File: config.mk
export PLATFORM = sky130hd
export DESIGN_NAME = oxygen_sensor_signal_shaper_flat
export DESIGN_NICKNAME = d
export VERILOG_FILES = /design/src/sv/oss_pkg.sv /design/src/sv/oss_intf.sv /design/src/sv/oss_apb_regs.sv /design/src/sv/oss_core.sv /design/src/sv/oxygen_sensor_signal_shaper.sv /design/src/flat_wrapper.sv
export VERILOG_INCLUDE_DIRS = /design/src /design/src/sv
export SDC_FILE = /design/constraint.sdc
export NUM_CORES = 1
export LEC_CHECK = 0
export BUFFER_PORTS_ARGS = -buffer_cell sky130_fd_sc_hd__buf_2
export CAP_MARGIN = 20
export CORE_ASPECT_RATIO = 0.8
export CORE_MARGIN = 4
export CORE_UTILIZATION = 60
export DETAILED_ROUTE_END_ITERATION = 12
export GPL_ROUTABILITY_DRIVEN = 0
export PLACE_DENSITY_LB_ADDON = 0.1
export SETUP_SLACK_MARGIN = 0.3
export SYNTH_ARGS = -nofsm -noshare
export SYNTH_HDL_FRONTEND = slang
export SYNTH_HIERARCHICAL = 1
export SYNTH_SLANG_ARGS = --single-unit
export TNS_END_PERCENT = 100
File: constraint.sdc
create_clock -name clk_i -period 21.5 [get_ports clk_i]
set_input_delay 3.225 -clock clk_i [delete_from_list [all_inputs] [get_ports clk_i]]
set_output_delay 3.225 -clock clk_i [all_outputs]
set_load 0.03 [all_outputs]
File: src/sv/oxygen_sensor_signal_shaper_assert.svh
// assertion macros used by the oxygen sensor signal shaper core
`ifndef OXYGEN_SENSOR_SIGNAL_SHAPER_ASSERT_SVH
`define OXYGEN_SENSOR_SIGNAL_SHAPER_ASSERT_SVH

// plain clocked property, disabled while in reset
`define OSS_ASSERT(lbl, prop, msg) \
  lbl: assert property (@(posedge clk_i) disable iff (!rst_ni) prop) else $error(msg);

// same-cycle implication
`define OSS_ASSERT_IMPL(lbl, ante, cons, msg) \
  `OSS_ASSERT(lbl, (ante) |-> (cons), msg)

// next-cycle implication
`define OSS_ASSERT_NEXT(lbl, ante, cons, msg) \
  `OSS_ASSERT(lbl, (ante) |=> (cons), msg)

`endif

File: src/sv/oss_pkg.sv
// shared types and constants of the oxygen sensor signal shaper
package oss_pkg;

  localparam int unsigned LevelW = 12;
  localparam int unsigned TickW  = 24;
  localparam int unsigned ProdW  = TickW + 8;
  localparam int unsigned DataW  = 32;
  localparam int unsigned PAddrW = 5;

  localparam int unsigned UpStep        = 8;
  localparam int unsigned DownStep      = 8;
  localparam int unsigned MidStep       = 4;
  localparam int unsigned RefPctSame    = 50;
  localparam int unsigned RefPctTwoOnly = 50;
  localparam int unsigned RefPctOneOnly = 50;
  localparam int unsigned PctScale      = 100;
  localparam int unsigned StartDuration = 500;

  typedef enum logic [1:0] {
    MIX_UNDEF = 2'd0,
    MIX_LEAN  = 2'd1,
    MIX_RICH  = 2'd2
  } mix_e;

  typedef enum logic [2:0] {
    MODE_REF    = 3'd0,
    MODE_CATOFF = 3'd1,
    MODE_UP     = 3'd2,
    MODE_DOWN   = 3'd3,
    MODE_MID    = 3'd4
  } mode_e;

  typedef enum logic [2:0] {
    PH_WAIT        = 3'd0,
    PH_LEAN_START  = 3'd1,
    PH_RICH_START  = 3'd2,
    PH_LEAN_TIME   = 3'd3,
    PH_RICH_TSTART = 3'd4,
    PH_RICH_TIME   = 3'd5,
    PH_BOOST_ENTRY = 3'd6,
    PH_BOOST_HOLD  = 3'd7
  } phase_e;

  typedef enum logic [2:0] {
    REG_RICH_TH    = 3'd0,
    REG_LEAN_TH    = 3'd1,
    REG_DEFAULT    = 3'd2,
    REG_MIN        = 3'd3,
    REG_NORMAL_MAX = 3'd4,
    REG_BOOST_MAX  = 3'd5,
    REG_LEAN_TO    = 3'd6,
    REG_RICH_PWR   = 3'd7
  } reg_idx_e;

  typedef struct packed {
    logic [LevelW-1:0] rich_threshold;
    logic [LevelW-1:0] lean_threshold;
    logic [LevelW-1:0] default_level;
    logic [LevelW-1:0] min_level;
    logic [LevelW-1:0] normal_max_level;
    logic [LevelW-1:0] boost_max_level;
    logic [TickW-1:0]  lean_timeout_ticks;
    logic [TickW-1:0]  rich_power_ticks;
  } cfg_t;

endpackage

File: src/sv/oss_intf.sv
// channel interfaces: tick input and result output
interface oss_tick_if;
  import oss_pkg::*;

  logic              valid;
  logic              ready;
  logic [LevelW-1:0] sensor_level;
  logic              switch_one;
  logic              switch_two;

  modport source (output valid, sensor_level, switch_one, switch_two, input ready);
  modport sink (input valid, sensor_level, switch_one, switch_two, output ready);
endinterface

interface oss_result_if;
  import oss_pkg::*;

  logic              valid;
  logic              ready;
  logic [LevelW-1:0] drive_level;
  logic [1:0]        mix_class;
  logic [2:0]        drive_mode;

  modport source (output valid, drive_level, mix_class, drive_mode, input ready);
  modport sink (input valid, drive_level, mix_class, drive_mode, output ready);
endinterface

File: src/sv/oss_apb_regs.sv
// apb configuration register bank
module oss_apb_regs (
  input  logic                       clk_i,
  input  logic                       rst_ni,
  input  logic                       psel,
  input  logic                       penable,
  input  logic                       pwrite,
  input  logic [oss_pkg::PAddrW-1:0] paddr,
  input  logic [oss_pkg::DataW-1:0]  pwdata,
  output logic [oss_pkg::DataW-1:0]  prdata,
  output logic                       pready,
  output oss_pkg::cfg_t              cfg_o
);
  import oss_pkg::*;

  cfg_t     cfg_q;
  logic     wr_en;
  reg_idx_e idx;

  assign pready = 1'b1;
  assign wr_en  = psel && penable && pwrite && pready;
  assign idx    = reg_idx_e'(paddr[PAddrW-1:2]);
  assign cfg_o  = cfg_q;

  // register write on the access phase
  always_ff @(posedge clk_i or negedge rst_ni) begin
    if (!rst_ni) begin
      cfg_q.rich_threshold     <= LevelW'(2048);
      cfg_q.lean_threshold     <= LevelW'(1024);
      cfg_q.default_level      <= LevelW'(1800);
      cfg_q.min_level          <= '0;
      cfg_q.normal_max_level   <= LevelW'(3000);
      cfg_q.boost_max_level    <= LevelW'(4000);
      cfg_q.lean_timeout_ticks <= TickW'(10000);
      cfg_q.rich_power_ticks   <= TickW'(10000);
    end else if (wr_en) begin
      case (idx)
        REG_RICH_TH:    cfg_q.rich_threshold     <= pwdata[LevelW-1:0];
        REG_LEAN_TH:    cfg_q.lean_threshold     <= pwdata[LevelW-1:0];
        REG_DEFAULT:    cfg_q.default_level      <= pwdata[LevelW-1:0];
        REG_MIN:        cfg_q.min_level          <= pwdata[LevelW-1:0];
        REG_NORMAL_MAX: cfg_q.normal_max_level   <= pwdata[LevelW-1:0];
        REG_BOOST_MAX:  cfg_q.boost_max_level    <= pwdata[LevelW-1:0];
        REG_LEAN_TO:    cfg_q.lean_timeout_ticks <= pwdata[TickW-1:0];
        REG_RICH_PWR:   cfg_q.rich_power_ticks   <= pwdata[TickW-1:0];
        default: ;
      endcase
    end
  end

  // read mux
  always_comb begin
    case (idx)
      REG_RICH_TH:    prdata = DataW'(cfg_q.rich_threshold);
      REG_LEAN_TH:    prdata = DataW'(cfg_q.lean_threshold);
      REG_DEFAULT:    prdata = DataW'(cfg_q.default_level);
      REG_MIN:        prdata = DataW'(cfg_q.min_level);
      REG_NORMAL_MAX: prdata = DataW'(cfg_q.normal_max_level);
      REG_BOOST_MAX:  prdata = DataW'(cfg_q.boost_max_level);
      REG_LEAN_TO:    prdata = DataW'(cfg_q.lean_timeout_ticks);
      REG_RICH_PWR:   prdata = DataW'(cfg_q.rich_power_ticks);
      default:        prdata = '0;
    endcase
  end

endmodule

File: src/sv/oss_core.sv
// phase timing machine, share test and drive level update for one tick
`include "oxygen_sensor_signal_shaper_assert.svh"

module oss_core (
  input  logic                       clk_i,
  input  logic                       rst_ni,
  input  oss_pkg::cfg_t              cfg_i,
  input  logic                       step_i,
  input  logic [oss_pkg::LevelW-1:0] sensor_level_i,
  input  logic                       switch_one_i,
  input  logic                       switch_two_i,
  output logic [oss_pkg::LevelW-1:0] drive_level_o,
  output oss_pkg::mix_e              mix_class_o,
  output oss_pkg::mode_e             drive_mode_o
);
  import oss_pkg::*;

  localparam logic [TickW-1:0] TickMax = '1;

  phase_e            phase_q, phase_d;
  logic [TickW-1:0]  elapsed_q, elapsed_d;
  logic [TickW-1:0]  lean_dur_q, lean_dur_d;
  logic [TickW-1:0]  rich_dur_q, rich_dur_d;
  mode_e             mode_q, mode_d;
  logic              boost_q, boost_d;
  logic [LevelW-1:0] level_q, level_d;

  mix_e              mix;
  logic [TickW-1:0]  el_inc;
  logic              lean_over, rich_over;
  logic [TickW-1:0]  sh_lean, sh_rich;
  logic [TickW:0]    sh_sum;
  logic [ProdW-1:0]  sh_lhs, sh_rhs;
  logic [7:0]        pct;
  mode_e             share_mode;

  // classify sample, rich wins on overlap
  always_comb begin
    if (sensor_level_i >= cfg_i.rich_threshold) begin
      mix = MIX_RICH;
    end else if (sensor_level_i <= cfg_i.lean_threshold) begin
      mix = MIX_LEAN;
    end else begin
      mix = MIX_UNDEF;
    end
  end

  // saturating timer increment and timeouts
  assign el_inc    = (elapsed_q == TickMax) ? elapsed_q : elapsed_q + TickW'(1);
  assign lean_over = el_inc > cfg_i.lean_timeout_ticks;
  assign rich_over = el_inc > cfg_i.rich_power_ticks;

  // rich share test by cross multiplication
  always_comb begin
    if (switch_one_i == switch_two_i) begin
      pct = 8'(RefPctSame);
    end else if (switch_two_i) begin
      pct = 8'(RefPctTwoOnly);
    end else begin
      pct = 8'(RefPctOneOnly);
    end
  end

  assign sh_lean = (phase_q == PH_LEAN_TIME) ? el_inc : lean_dur_q;
  assign sh_rich = (phase_q == PH_RICH_TIME) ? el_inc : rich_dur_q;
  assign sh_sum  = {1'b0, sh_lean} + {1'b0, sh_rich};
  assign sh_lhs  = ProdW'(sh_rich) * ProdW'(PctScale);
  assign sh_rhs  = ProdW'(sh_sum) * ProdW'(pct);
  assign share_mode = ((sh_sum != '0) && (sh_lhs >= sh_rhs)) ? MODE_UP : MODE_DOWN;

  // phase next state
  always_comb begin
    phase_d = phase_q;
    case (phase_q)
      PH_WAIT: begin
        if (mix == MIX_LEAN) begin
          phase_d = PH_LEAN_START;
        end else if (mix == MIX_RICH) begin
          phase_d = PH_RICH_START;
        end
      end
      PH_LEAN_START:  phase_d = PH_LEAN_TIME;
      PH_RICH_START:  phase_d = PH_RICH_TSTART;
      PH_LEAN_TIME: begin
        if (lean_over || mix == MIX_UNDEF) begin
          phase_d = PH_WAIT;
        end else if (mix == MIX_RICH) begin
          phase_d = PH_RICH_TSTART;
        end
      end
      PH_RICH_TSTART: phase_d = PH_RICH_TIME;
      PH_RICH_TIME: begin
        if (rich_over) begin
          phase_d = PH_BOOST_ENTRY;
        end else if (mix == MIX_LEAN) begin
          phase_d = PH_LEAN_START;
        end else if (mix == MIX_UNDEF) begin
          phase_d = PH_WAIT;
        end
      end
      PH_BOOST_ENTRY: phase_d = PH_BOOST_HOLD;
      PH_BOOST_HOLD: begin
        if (mix == MIX_LEAN) begin
          phase_d = PH_LEAN_START;
        end
      end
      default: phase_d = PH_WAIT;
    endcase
  end

  // phase outputs: timer, durations, mode and ceiling select
  always_comb begin
    elapsed_d  = elapsed_q;
    lean_dur_d = lean_dur_q;
    rich_dur_d = rich_dur_q;
    mode_d     = mode_q;
    boost_d    = boost_q;
    case (phase_q)
      PH_LEAN_START, PH_RICH_TSTART: elapsed_d = '0;
      PH_LEAN_TIME: begin
        elapsed_d = el_inc;
        if (lean_over) begin
          mode_d = MODE_CATOFF;
        end else if (mix != MIX_LEAN) begin
          lean_dur_d = el_inc;
          mode_d     = share_mode;
          if (mix == MIX_RICH) begin
            boost_d = 1'b0;
          end
        end
      end
      PH_RICH_TIME: begin
        elapsed_d = el_inc;
        if (!rich_over && mix != MIX_RICH) begin
          rich_dur_d = el_inc;
          boost_d    = 1'b0;
          mode_d     = share_mode;
        end
      end
      PH_BOOST_ENTRY: begin
        rich_dur_d = elapsed_q;
        boost_d    = 1'b1;
        mode_d     = MODE_UP;
      end
      PH_BOOST_HOLD: begin
        if (mix == MIX_LEAN) begin
          mode_d  = MODE_DOWN;
          boost_d = 1'b0;
        end else if (mix == MIX_UNDEF) begin
          mode_d = MODE_MID;
        end else begin
          mode_d = MODE_UP;
        end
      end
      default: ;
    endcase
  end

  // drive level update following the new mode
  always_comb begin
    logic [LevelW:0] lv, def, top, lo;
    lv  = {1'b0, level_q};
    def = {1'b0, cfg_i.default_level};
    top = {1'b0, boost_d ? cfg_i.boost_max_level : cfg_i.normal_max_level};
    lo  = {1'b0, cfg_i.min_level};
    level_d = level_q;
    case (mode_d)
      MODE_REF:    level_d = cfg_i.default_level;
      MODE_CATOFF: level_d = cfg_i.min_level;
      MODE_UP: begin
        if (lv + (LevelW+1)'(UpStep) <= top) begin
          level_d = LevelW'(lv + (LevelW+1)'(UpStep));
        end
      end
      MODE_DOWN: begin
        if (lv >= lo + (LevelW+1)'(DownStep)) begin
          level_d = LevelW'(lv - (LevelW+1)'(DownStep));
        end
      end
      default: begin
        if (lv > def) begin
          level_d = (lv - def < (LevelW+1)'(MidStep)) ? cfg_i.default_level
                                                     : LevelW'(lv - (LevelW+1)'(MidStep));
        end else if (lv < def) begin
          level_d = (def - lv < (LevelW+1)'(MidStep)) ? cfg_i.default_level
                                                     : LevelW'(lv + (LevelW+1)'(MidStep));
        end
      end
    endcase
  end

  // state registers, advanced once per tick
  always_ff @(posedge clk_i or negedge rst_ni) begin
    if (!rst_ni) begin
      phase_q    <= PH_WAIT;
      elapsed_q  <= '0;
      lean_dur_q <= TickW'(StartDuration);
      rich_dur_q <= TickW'(StartDuration);
      mode_q     <= MODE_REF;
      boost_q    <= 1'b0;
      level_q    <= '0;
    end else if (step_i) begin
      phase_q    <= phase_d;
      elapsed_q  <= elapsed_d;
      lean_dur_q <= lean_dur_d;
      rich_dur_q <= rich_dur_d;
      mode_q     <= mode_d;
      boost_q    <= boost_d;
      level_q    <= level_d;
    end
  end

  assign drive_level_o = level_d;
  assign mix_class_o   = mix;
  assign drive_mode_o  = mode_d;

  // checks
  `OSS_ASSERT_NEXT(a_timer_restart, step_i && phase_q == PH_LEAN_START, elapsed_q == '0, "timer not cleared at lean start")
  `OSS_ASSERT_NEXT(a_boost_entry, step_i && phase_q == PH_BOOST_ENTRY, boost_q && mode_q == MODE_UP && phase_q == PH_BOOST_HOLD, "boost entry failed")
  `OSS_ASSERT_IMPL(a_catoff_src, step_i && mode_d == MODE_CATOFF && mode_q != MODE_CATOFF, phase_q == PH_LEAN_TIME, "catalyst off outside lean timing")
  `OSS_ASSERT_IMPL(a_up_monotonic, step_i && mode_d == MODE_UP, level_d >= level_q, "level fell in up mode")
  `OSS_ASSERT_IMPL(a_down_monotonic, step_i && mode_d == MODE_DOWN, level_d <= level_q, "level rose in down mode")

endmodule

File: src/sv/oxygen_sensor_signal_shaper.sv
// top level of the oxygen sensor signal shaper
//
// Usage: each transaction on tick_i is one sensor tick carrying a 12-bit
// sensor_level sample and the two reference switches. For every tick one
// transaction leaves on result_o with the new drive_level, the tick's
// mix_class and the drive_mode after the tick. Both channels use
// valid/ready. Thresholds, levels and phase timeouts sit in an APB register
// bank (byte address 4*index); write it only while no tick is in flight.
// Path: an accepted tick passes the input register, then the core logic,
// then the result register.
// Throughput: one tick per cycle while result_o is taken; phase machine
// and level update are one compare/add/multiply pass between the registers.
// Stall: when result_o is not taken the result register holds, the input
// register still takes one more tick, and tick_i.ready then drops.
// Reset: phase machine waits for a classified sample, timer zero, both
// durations 500 ticks, reference mode, normal ceiling, drive level zero.
module oxygen_sensor_signal_shaper (
  input  logic                       clk_i,
  input  logic                       rst_ni,
  oss_tick_if.sink                   tick_i,
  oss_result_if.source               result_o,
  input  logic                       psel,
  input  logic                       penable,
  input  logic                       pwrite,
  input  logic [oss_pkg::PAddrW-1:0] paddr,
  input  logic [oss_pkg::DataW-1:0]  pwdata,
  output logic [oss_pkg::DataW-1:0]  prdata,
  output logic                       pready
);
  import oss_pkg::*;

  cfg_t              cfg;
  logic              in_vld_q;
  logic [LevelW-1:0] in_level_q;
  logic              in_sw1_q, in_sw2_q;
  logic              out_vld_q;
  logic [LevelW-1:0] out_level_q;
  mix_e              out_mix_q;
  mode_e             out_mode_q;
  logic              advance;
  logic [LevelW-1:0] core_level;
  mix_e              core_mix;
  mode_e             core_mode;

  oss_apb_regs u_regs (
    .clk_i   (clk_i),
    .rst_ni  (rst_ni),
    .psel    (psel),
    .penable (penable),
    .pwrite  (pwrite),
    .paddr   (paddr),
    .pwdata  (pwdata),
    .prdata  (prdata),
    .pready  (pready),
    .cfg_o   (cfg)
  );

  // handshake: process when the result slot is free or being drained
  assign advance      = in_vld_q && (!out_vld_q || result_o.ready);
  assign tick_i.ready = !in_vld_q || advance;

  // input register
  always_ff @(posedge clk_i or negedge rst_ni) begin
    if (!rst_ni) begin
      in_vld_q <= 1'b0;
    end else if (tick_i.ready) begin
      in_vld_q <= tick_i.valid;
    end
  end

  always_ff @(posedge clk_i) begin
    if (tick_i.ready && tick_i.valid) begin
      in_level_q <= tick_i.sensor_level;
      in_sw1_q   <= tick_i.switch_one;
      in_sw2_q   <= tick_i.switch_two;
    end
  end

  oss_core u_core (
    .clk_i          (clk_i),
    .rst_ni         (rst_ni),
    .cfg_i          (cfg),
    .step_i         (advance),
    .sensor_level_i (in_level_q),
    .switch_one_i   (in_sw1_q),
    .switch_two_i   (in_sw2_q),
    .drive_level_o  (core_level),
    .mix_class_o    (core_mix),
    .drive_mode_o   (core_mode)
  );

  // result register
  always_ff @(posedge clk_i or negedge rst_ni) begin
    if (!rst_ni) begin
      out_vld_q <= 1'b0;
    end else if (advance) begin
      out_vld_q <= 1'b1;
    end else if (result_o.ready) begin
      out_vld_q <= 1'b0;
    end
  end

  always_ff @(posedge clk_i) begin
    if (advance) begin
      out_level_q <= core_level;
      out_mix_q   <= core_mix;
      out_mode_q  <= core_mode;
    end
  end

  assign result_o.valid       = out_vld_q;
  assign result_o.drive_level = out_level_q;
  assign result_o.mix_class   = out_mix_q;
  assign result_o.drive_mode  = out_mode_q;

endmodule
File: src/flat_wrapper.sv
// flat-port wrapper written by rule: the top's interface ports become plain ports
module oxygen_sensor_signal_shaper_flat import oss_pkg::*;
  (clk_i, rst_ni, psel, penable, pwrite, paddr, pwdata, prdata, pready, tick_i_valid, tick_i_sensor_level, tick_i_switch_one, tick_i_switch_two, tick_i_ready, result_o_valid, result_o_drive_level, result_o_mix_class, result_o_drive_mode, result_o_ready);
  oss_tick_if tick_i_i ();
  oss_result_if result_o_i ();
  input  logic clk_i;
  input  logic rst_ni;
  input  logic psel;
  input  logic penable;
  input  logic pwrite;
  input  logic [oss_pkg::PAddrW-1:0] paddr;
  input  logic [oss_pkg::DataW-1:0] pwdata;
  output logic [oss_pkg::DataW-1:0] prdata;
  output logic pready;
  input wire logic [$bits(tick_i_i.valid)-1:0] tick_i_valid;
  input wire logic [$bits(tick_i_i.sensor_level)-1:0] tick_i_sensor_level;
  input wire logic [$bits(tick_i_i.switch_one)-1:0] tick_i_switch_one;
  input wire logic [$bits(tick_i_i.switch_two)-1:0] tick_i_switch_two;
  output wire logic [$bits(tick_i_i.ready)-1:0] tick_i_ready;
  output wire logic [$bits(result_o_i.valid)-1:0] result_o_valid;
  output wire logic [$bits(result_o_i.drive_level)-1:0] result_o_drive_level;
  output wire logic [$bits(result_o_i.mix_class)-1:0] result_o_mix_class;
  output wire logic [$bits(result_o_i.drive_mode)-1:0] result_o_drive_mode;
  input wire logic [$bits(result_o_i.ready)-1:0] result_o_ready;
  assign tick_i_i.valid = tick_i_valid;
  assign tick_i_i.sensor_level = tick_i_sensor_level;
  assign tick_i_i.switch_one = tick_i_switch_one;
  assign tick_i_i.switch_two = tick_i_switch_two;
  assign tick_i_ready = tick_i_i.ready;
  assign result_o_valid = result_o_i.valid;
  assign result_o_drive_level = result_o_i.drive_level;
  assign result_o_mix_class = result_o_i.mix_class;
  assign result_o_drive_mode = result_o_i.drive_mode;
  assign result_o_i.ready = result_o_ready;
  oxygen_sensor_signal_shaper u_core (.clk_i(clk_i), .rst_ni(rst_ni), .tick_i(tick_i_i), .result_o(result_o_i), .psel(psel), .penable(penable), .pwrite(pwrite), .paddr(paddr), .pwdata(pwdata), .prdata(prdata), .pready(pready));
endmodule
==> flow_results.xml <==
<?xml version="1.0" encoding="UTF-8"?>
<metrics>
  <group name="run_status">
    <metric name="outcome" unit="">complete, no violations</metric>
  </group>
  <group name="setup_path">
    <metric name="crit_buf_inv" unit="">2</metric>
    <metric name="critical_path.slowest_cell" unit="">sky130_fd_sc_hd__dfrtp_1</metric>
    <metric name="setup.worst_path.class" unit="">flip-flop to flip-flop</metric>
    <metric name="critical_path.most_common_cell" unit="">sky130_fd_sc_hd__ha_1</metric>
    <metric name="worst_setup_path_start_kind" unit="">flip-flop</metric>
    <metric name="critical_path_required_time" unit="ns">21.82</metric>
    <metric name="worstSetupEndpointType" unit="">flip-flop</metric>
    <metric name="critPathTopFamily" unit="">compound AO/OA/AOI/OAI gates</metric>
    <metric name="worst_setup_path_startpoint" unit="">u_core/u_core/elapsed_q[0]</metric>
    <metric name="crit_fanout" unit="">20</metric>
    <metric name="arrival_time_reported_for_the_critical_path_endpoint" unit="ns">12.62</metric>
    <metric name="worst_r2r_startpoint" unit="">u_core/u_core/elapsed_q[0]</metric>
    <metric name="timing.critical_path.slowest_cell_delay" unit="ns">0.68</metric>
  </group>
  <group name="floorplan">
    <metric name="initial_core_utilization" unit="%">60.7</metric>
    <metric name="ioPinCount" unit="">110</metric>
    <metric name="rows" unit="">65</metric>
    <metric name="die_h" unit="um">187</metric>
    <metric name="core_area" unit="sq um">39400</metric>
    <metric name="fp.dieArea" unit="sq um">43200</metric>
    <metric name="floorplan.die.width" unit="um">231</metric>
  </group>
  <group name="synthesis">
    <metric name="yosys_warnings" unit="">6</metric>
    <metric name="post_synth_instance_area" unit="sq um">23900</metric>
    <metric name="postSynthAreaPerCell" unit="sq um">8.70</metric>
    <metric name="netlist_instances" unit="">2752</metric>
  </group>
  <group name="global_routing">
    <metric name="global_route.overflow_total" unit="">0</metric>
    <metric name="globalRouteMet3Util" unit="%">4.95</metric>
    <metric name="grt_util_all_layers" unit="%">29.0</metric>
    <metric name="first_global_vias" unit="">19419</metric>
    <metric name="globalRoute.busiestLayer" unit="">met1</metric>
    <metric name="antenna_found_initial" unit="">0</metric>
    <metric name="grtUsageMet2" unit="%">42.0</metric>
    <metric name="grt_pass1_wl" unit="um">103000</metric>
    <metric name="grt_start_max_net_pins" unit="">88</metric>
    <metric name="grt_use_met1" unit="%">45.9</metric>
  </group>
  <group name="sta">
    <metric name="min_period" unit="ns">12.30</metric>
    <metric name="grt_setup_unrepaired" unit="">no</metric>
    <metric name="final_min_period_over_clock_period" unit="%">57.2</metric>
    <metric name="final.setup_skew" unit="ns">0.0500</metric>
    <metric name="maxSlewHeadroom" unit="%">26.8</metric>
    <metric name="timing.fmax" unit="GHz">0.0813</metric>
    <metric name="hold_ws" unit="ns">0.479</metric>
    <metric name="max_slew.worst_pin.slew" unit="ns">1.10</metric>
    <metric name="final_max_slew_viol_count" unit="">0</metric>
    <metric name="report.final.hold_viol_count" unit="">0</metric>
    <metric name="setup_violations" unit="">0</metric>
    <metric name="setup_tns" unit="ns">0</metric>
  </group>
  <group name="cts">
    <metric name="cts-htree-levels" unit="">1</metric>
    <metric name="cts-root-to-sink-buffers" unit="">3</metric>
    <metric name="postCtsSetupBuffers" unit="">0</metric>
    <metric name="cts-buffers-inserted" unit="">28</metric>
    <metric name="cts_root_buf" unit="">sky130_fd_sc_hd__clkbuf_16</metric>
    <metric name="cts_tree" unit="">built</metric>
    <metric name="worst_skew_pair.late_latency" unit="ns">0.59</metric>
    <metric name="cts.hold.buffers_added" unit="">0</metric>
    <metric name="cts.sinks" unit="">242</metric>
    <metric name="cts.reportedPaths.clkPinSlew" unit="ns">0.06</metric>
    <metric name="post_cts_sizing_count" unit="">0</metric>
  </group>
  <group name="drt">
    <metric name="detail_route.drc_violations" unit="">0</metric>
    <metric name="drt_first_iter_violations" unit="">1842</metric>
    <metric name="post_drt_wl_per_cell" unit="um">19.0</metric>
    <metric name="route.detailed.vias_per_inst" unit="">6.06</metric>
    <metric name="route.antenna.remaining_nets" unit="">0</metric>
    <metric name="dr.pass1.iters" unit="">6</metric>
    <metric name="drt_wl_total" unit="um">63600</metric>
    <metric name="route.vias.total" unit="">20219</metric>
  </group>
  <group name="power">
    <metric name="vdd.ir_drop.worst" unit="uV">124</metric>
    <metric name="power.density_cell_area" unit="nW/um^2">169</metric>
    <metric name="leakage" unit="uW">0.0127</metric>
  </group>
  <group name="finish">
    <metric name="layout.cells.most_common_list" unit="">sky130_fd_sc_hd__ha_1 (341), sky130_fd_sc_hd__inv_1 (303), sky130_fd_sc_hd__nand2_1 (224)</metric>
    <metric name="drive_gt1_share" unit="%">12.7</metric>
    <metric name="layout.nets" unit="">3212</metric>
    <metric name="antenna-diode-count" unit="">0</metric>
    <metric name="commonest_non_fill_non_tap_cell_in_the_layout" unit="">sky130_fd_sc_hd__ha_1</metric>
    <metric name="area_growth" unit="%">7.31</metric>
  </group>
  <group name="min_path">
    <metric name="hold_path.startpoint" unit="">u_core/u_core/rich_dur_q[12]</metric>
    <metric name="hold_path.class" unit="">flip-flop to flip-flop</metric>
  </group>
  <group name="place">
    <metric name="dpl.hpwl" unit="um">49800</metric>
    <metric name="port_buffers" unit="">88</metric>
  </group>
  <group name="flow_run">
    <metric name="max_cap_violations" unit="">0</metric>
  </group>
</metrics>
state kept, by name, indices dropped and copies added (netlist names):
name and cells:
u_core/result_o.valid 1, u_core/in_vld_q 1, u_core/u_core/elapsed_q 24, u_core/result_o.mix_class 2
u_core/result_o.drive_mode 3, u_core/u_core/level_q 12, u_core/u_core/boost_q 1, u_core/u_core/lean_dur_q 24
u_core/u_core/rich_dur_q 24, u_core/result_o.drive_level 12, u_core/in_level_q 12, u_core/u_core/phase_q 3
u_core/u_regs/cfg_o 120, u_core/u_core/mode_q 3
per-layer routing:
layer | part of all wire, % | wire length (um)
met1 | 49 | 31300
met3 | 8.0 | 5060
met5 | 0 | 0
met4 | 1.5 | 946
met2 | 41 | 26300
worst register-to-register path: cells and delay by family (launching register included):
| family | cells | cell delay, ns |
|---|---|---|
| adder cells (fa/ha/maj) | 7 | 2.51 |
| buffers and inverters | 2 | 0.09 |
| XOR/XNOR | 2 | 0.74 |
| AND/OR/NAND/NOR | 12 | 2.80 |
| flip-flops | 1 | 0.68 |
| multiplexers | 1 | 0.57 |
| AO/OA/AOI/OAI | 18 | 4.67 |
report_power, final:
group,internal (uW),switching (uW)
logic,1260,1870
clock network,303,196
registers,589,129
total,2150,2190
metrics by stage:
| step | power, uW | std cells | setup WS, ns | area [sq um] | util (%) |
|---|---|---|---|---|---|
| floorplan | 3010 | 2759 | 11.84 | 24000 | - |
| global placement | 3620 | 3285 | 9.64 | 24700 | 62.6 |
| detailed placement | 3760 | 3286 | 9.56 | 24700 | 62.6 |
| CTS | 4310 | 3338 | 9.36 | 25700 | 65.1 |
| global route | 4780 | 3339 | 8.46 | 25700 | 65.2 |
| finish | 4340 | 3339 | 9.20 | 25700 | 65.2 |
final cells by class:
type | count | area (sq um)
Inverter | 307 | 1150
Timing Repair Buffer | 111 | 623
Fill cell | 3310 | 13700
Multi-Input combinational cell | 2091 | 16000
Clock inverter | 8 | 120
Sequential cell | 242 | 6250
Clock buffer | 44 | 872
Tap cell | 536 | 671
path summary, 6_finish.rpt:
kind                                                        end  slack [ns]  cells past startpoint
worst max-delay path            u_core/result_o.drive_level[10]        9.20                     42
worst min-delay path               u_core/u_core/rich_dur_q[12]        0.48                      2
worst max register to register  u_core/result_o.drive_level[10]        9.20                     42
worst min register to register     u_core/u_core/rich_dur_q[12]        0.48                      2
max in group asynchronous           u_core/u_core/lean_dur_q[7]       16.83                      3
min in group asynchronous              u_core/u_regs/cfg_o[109]        2.61                      1
Note: power is estimated with default switching activity, not from simulation.
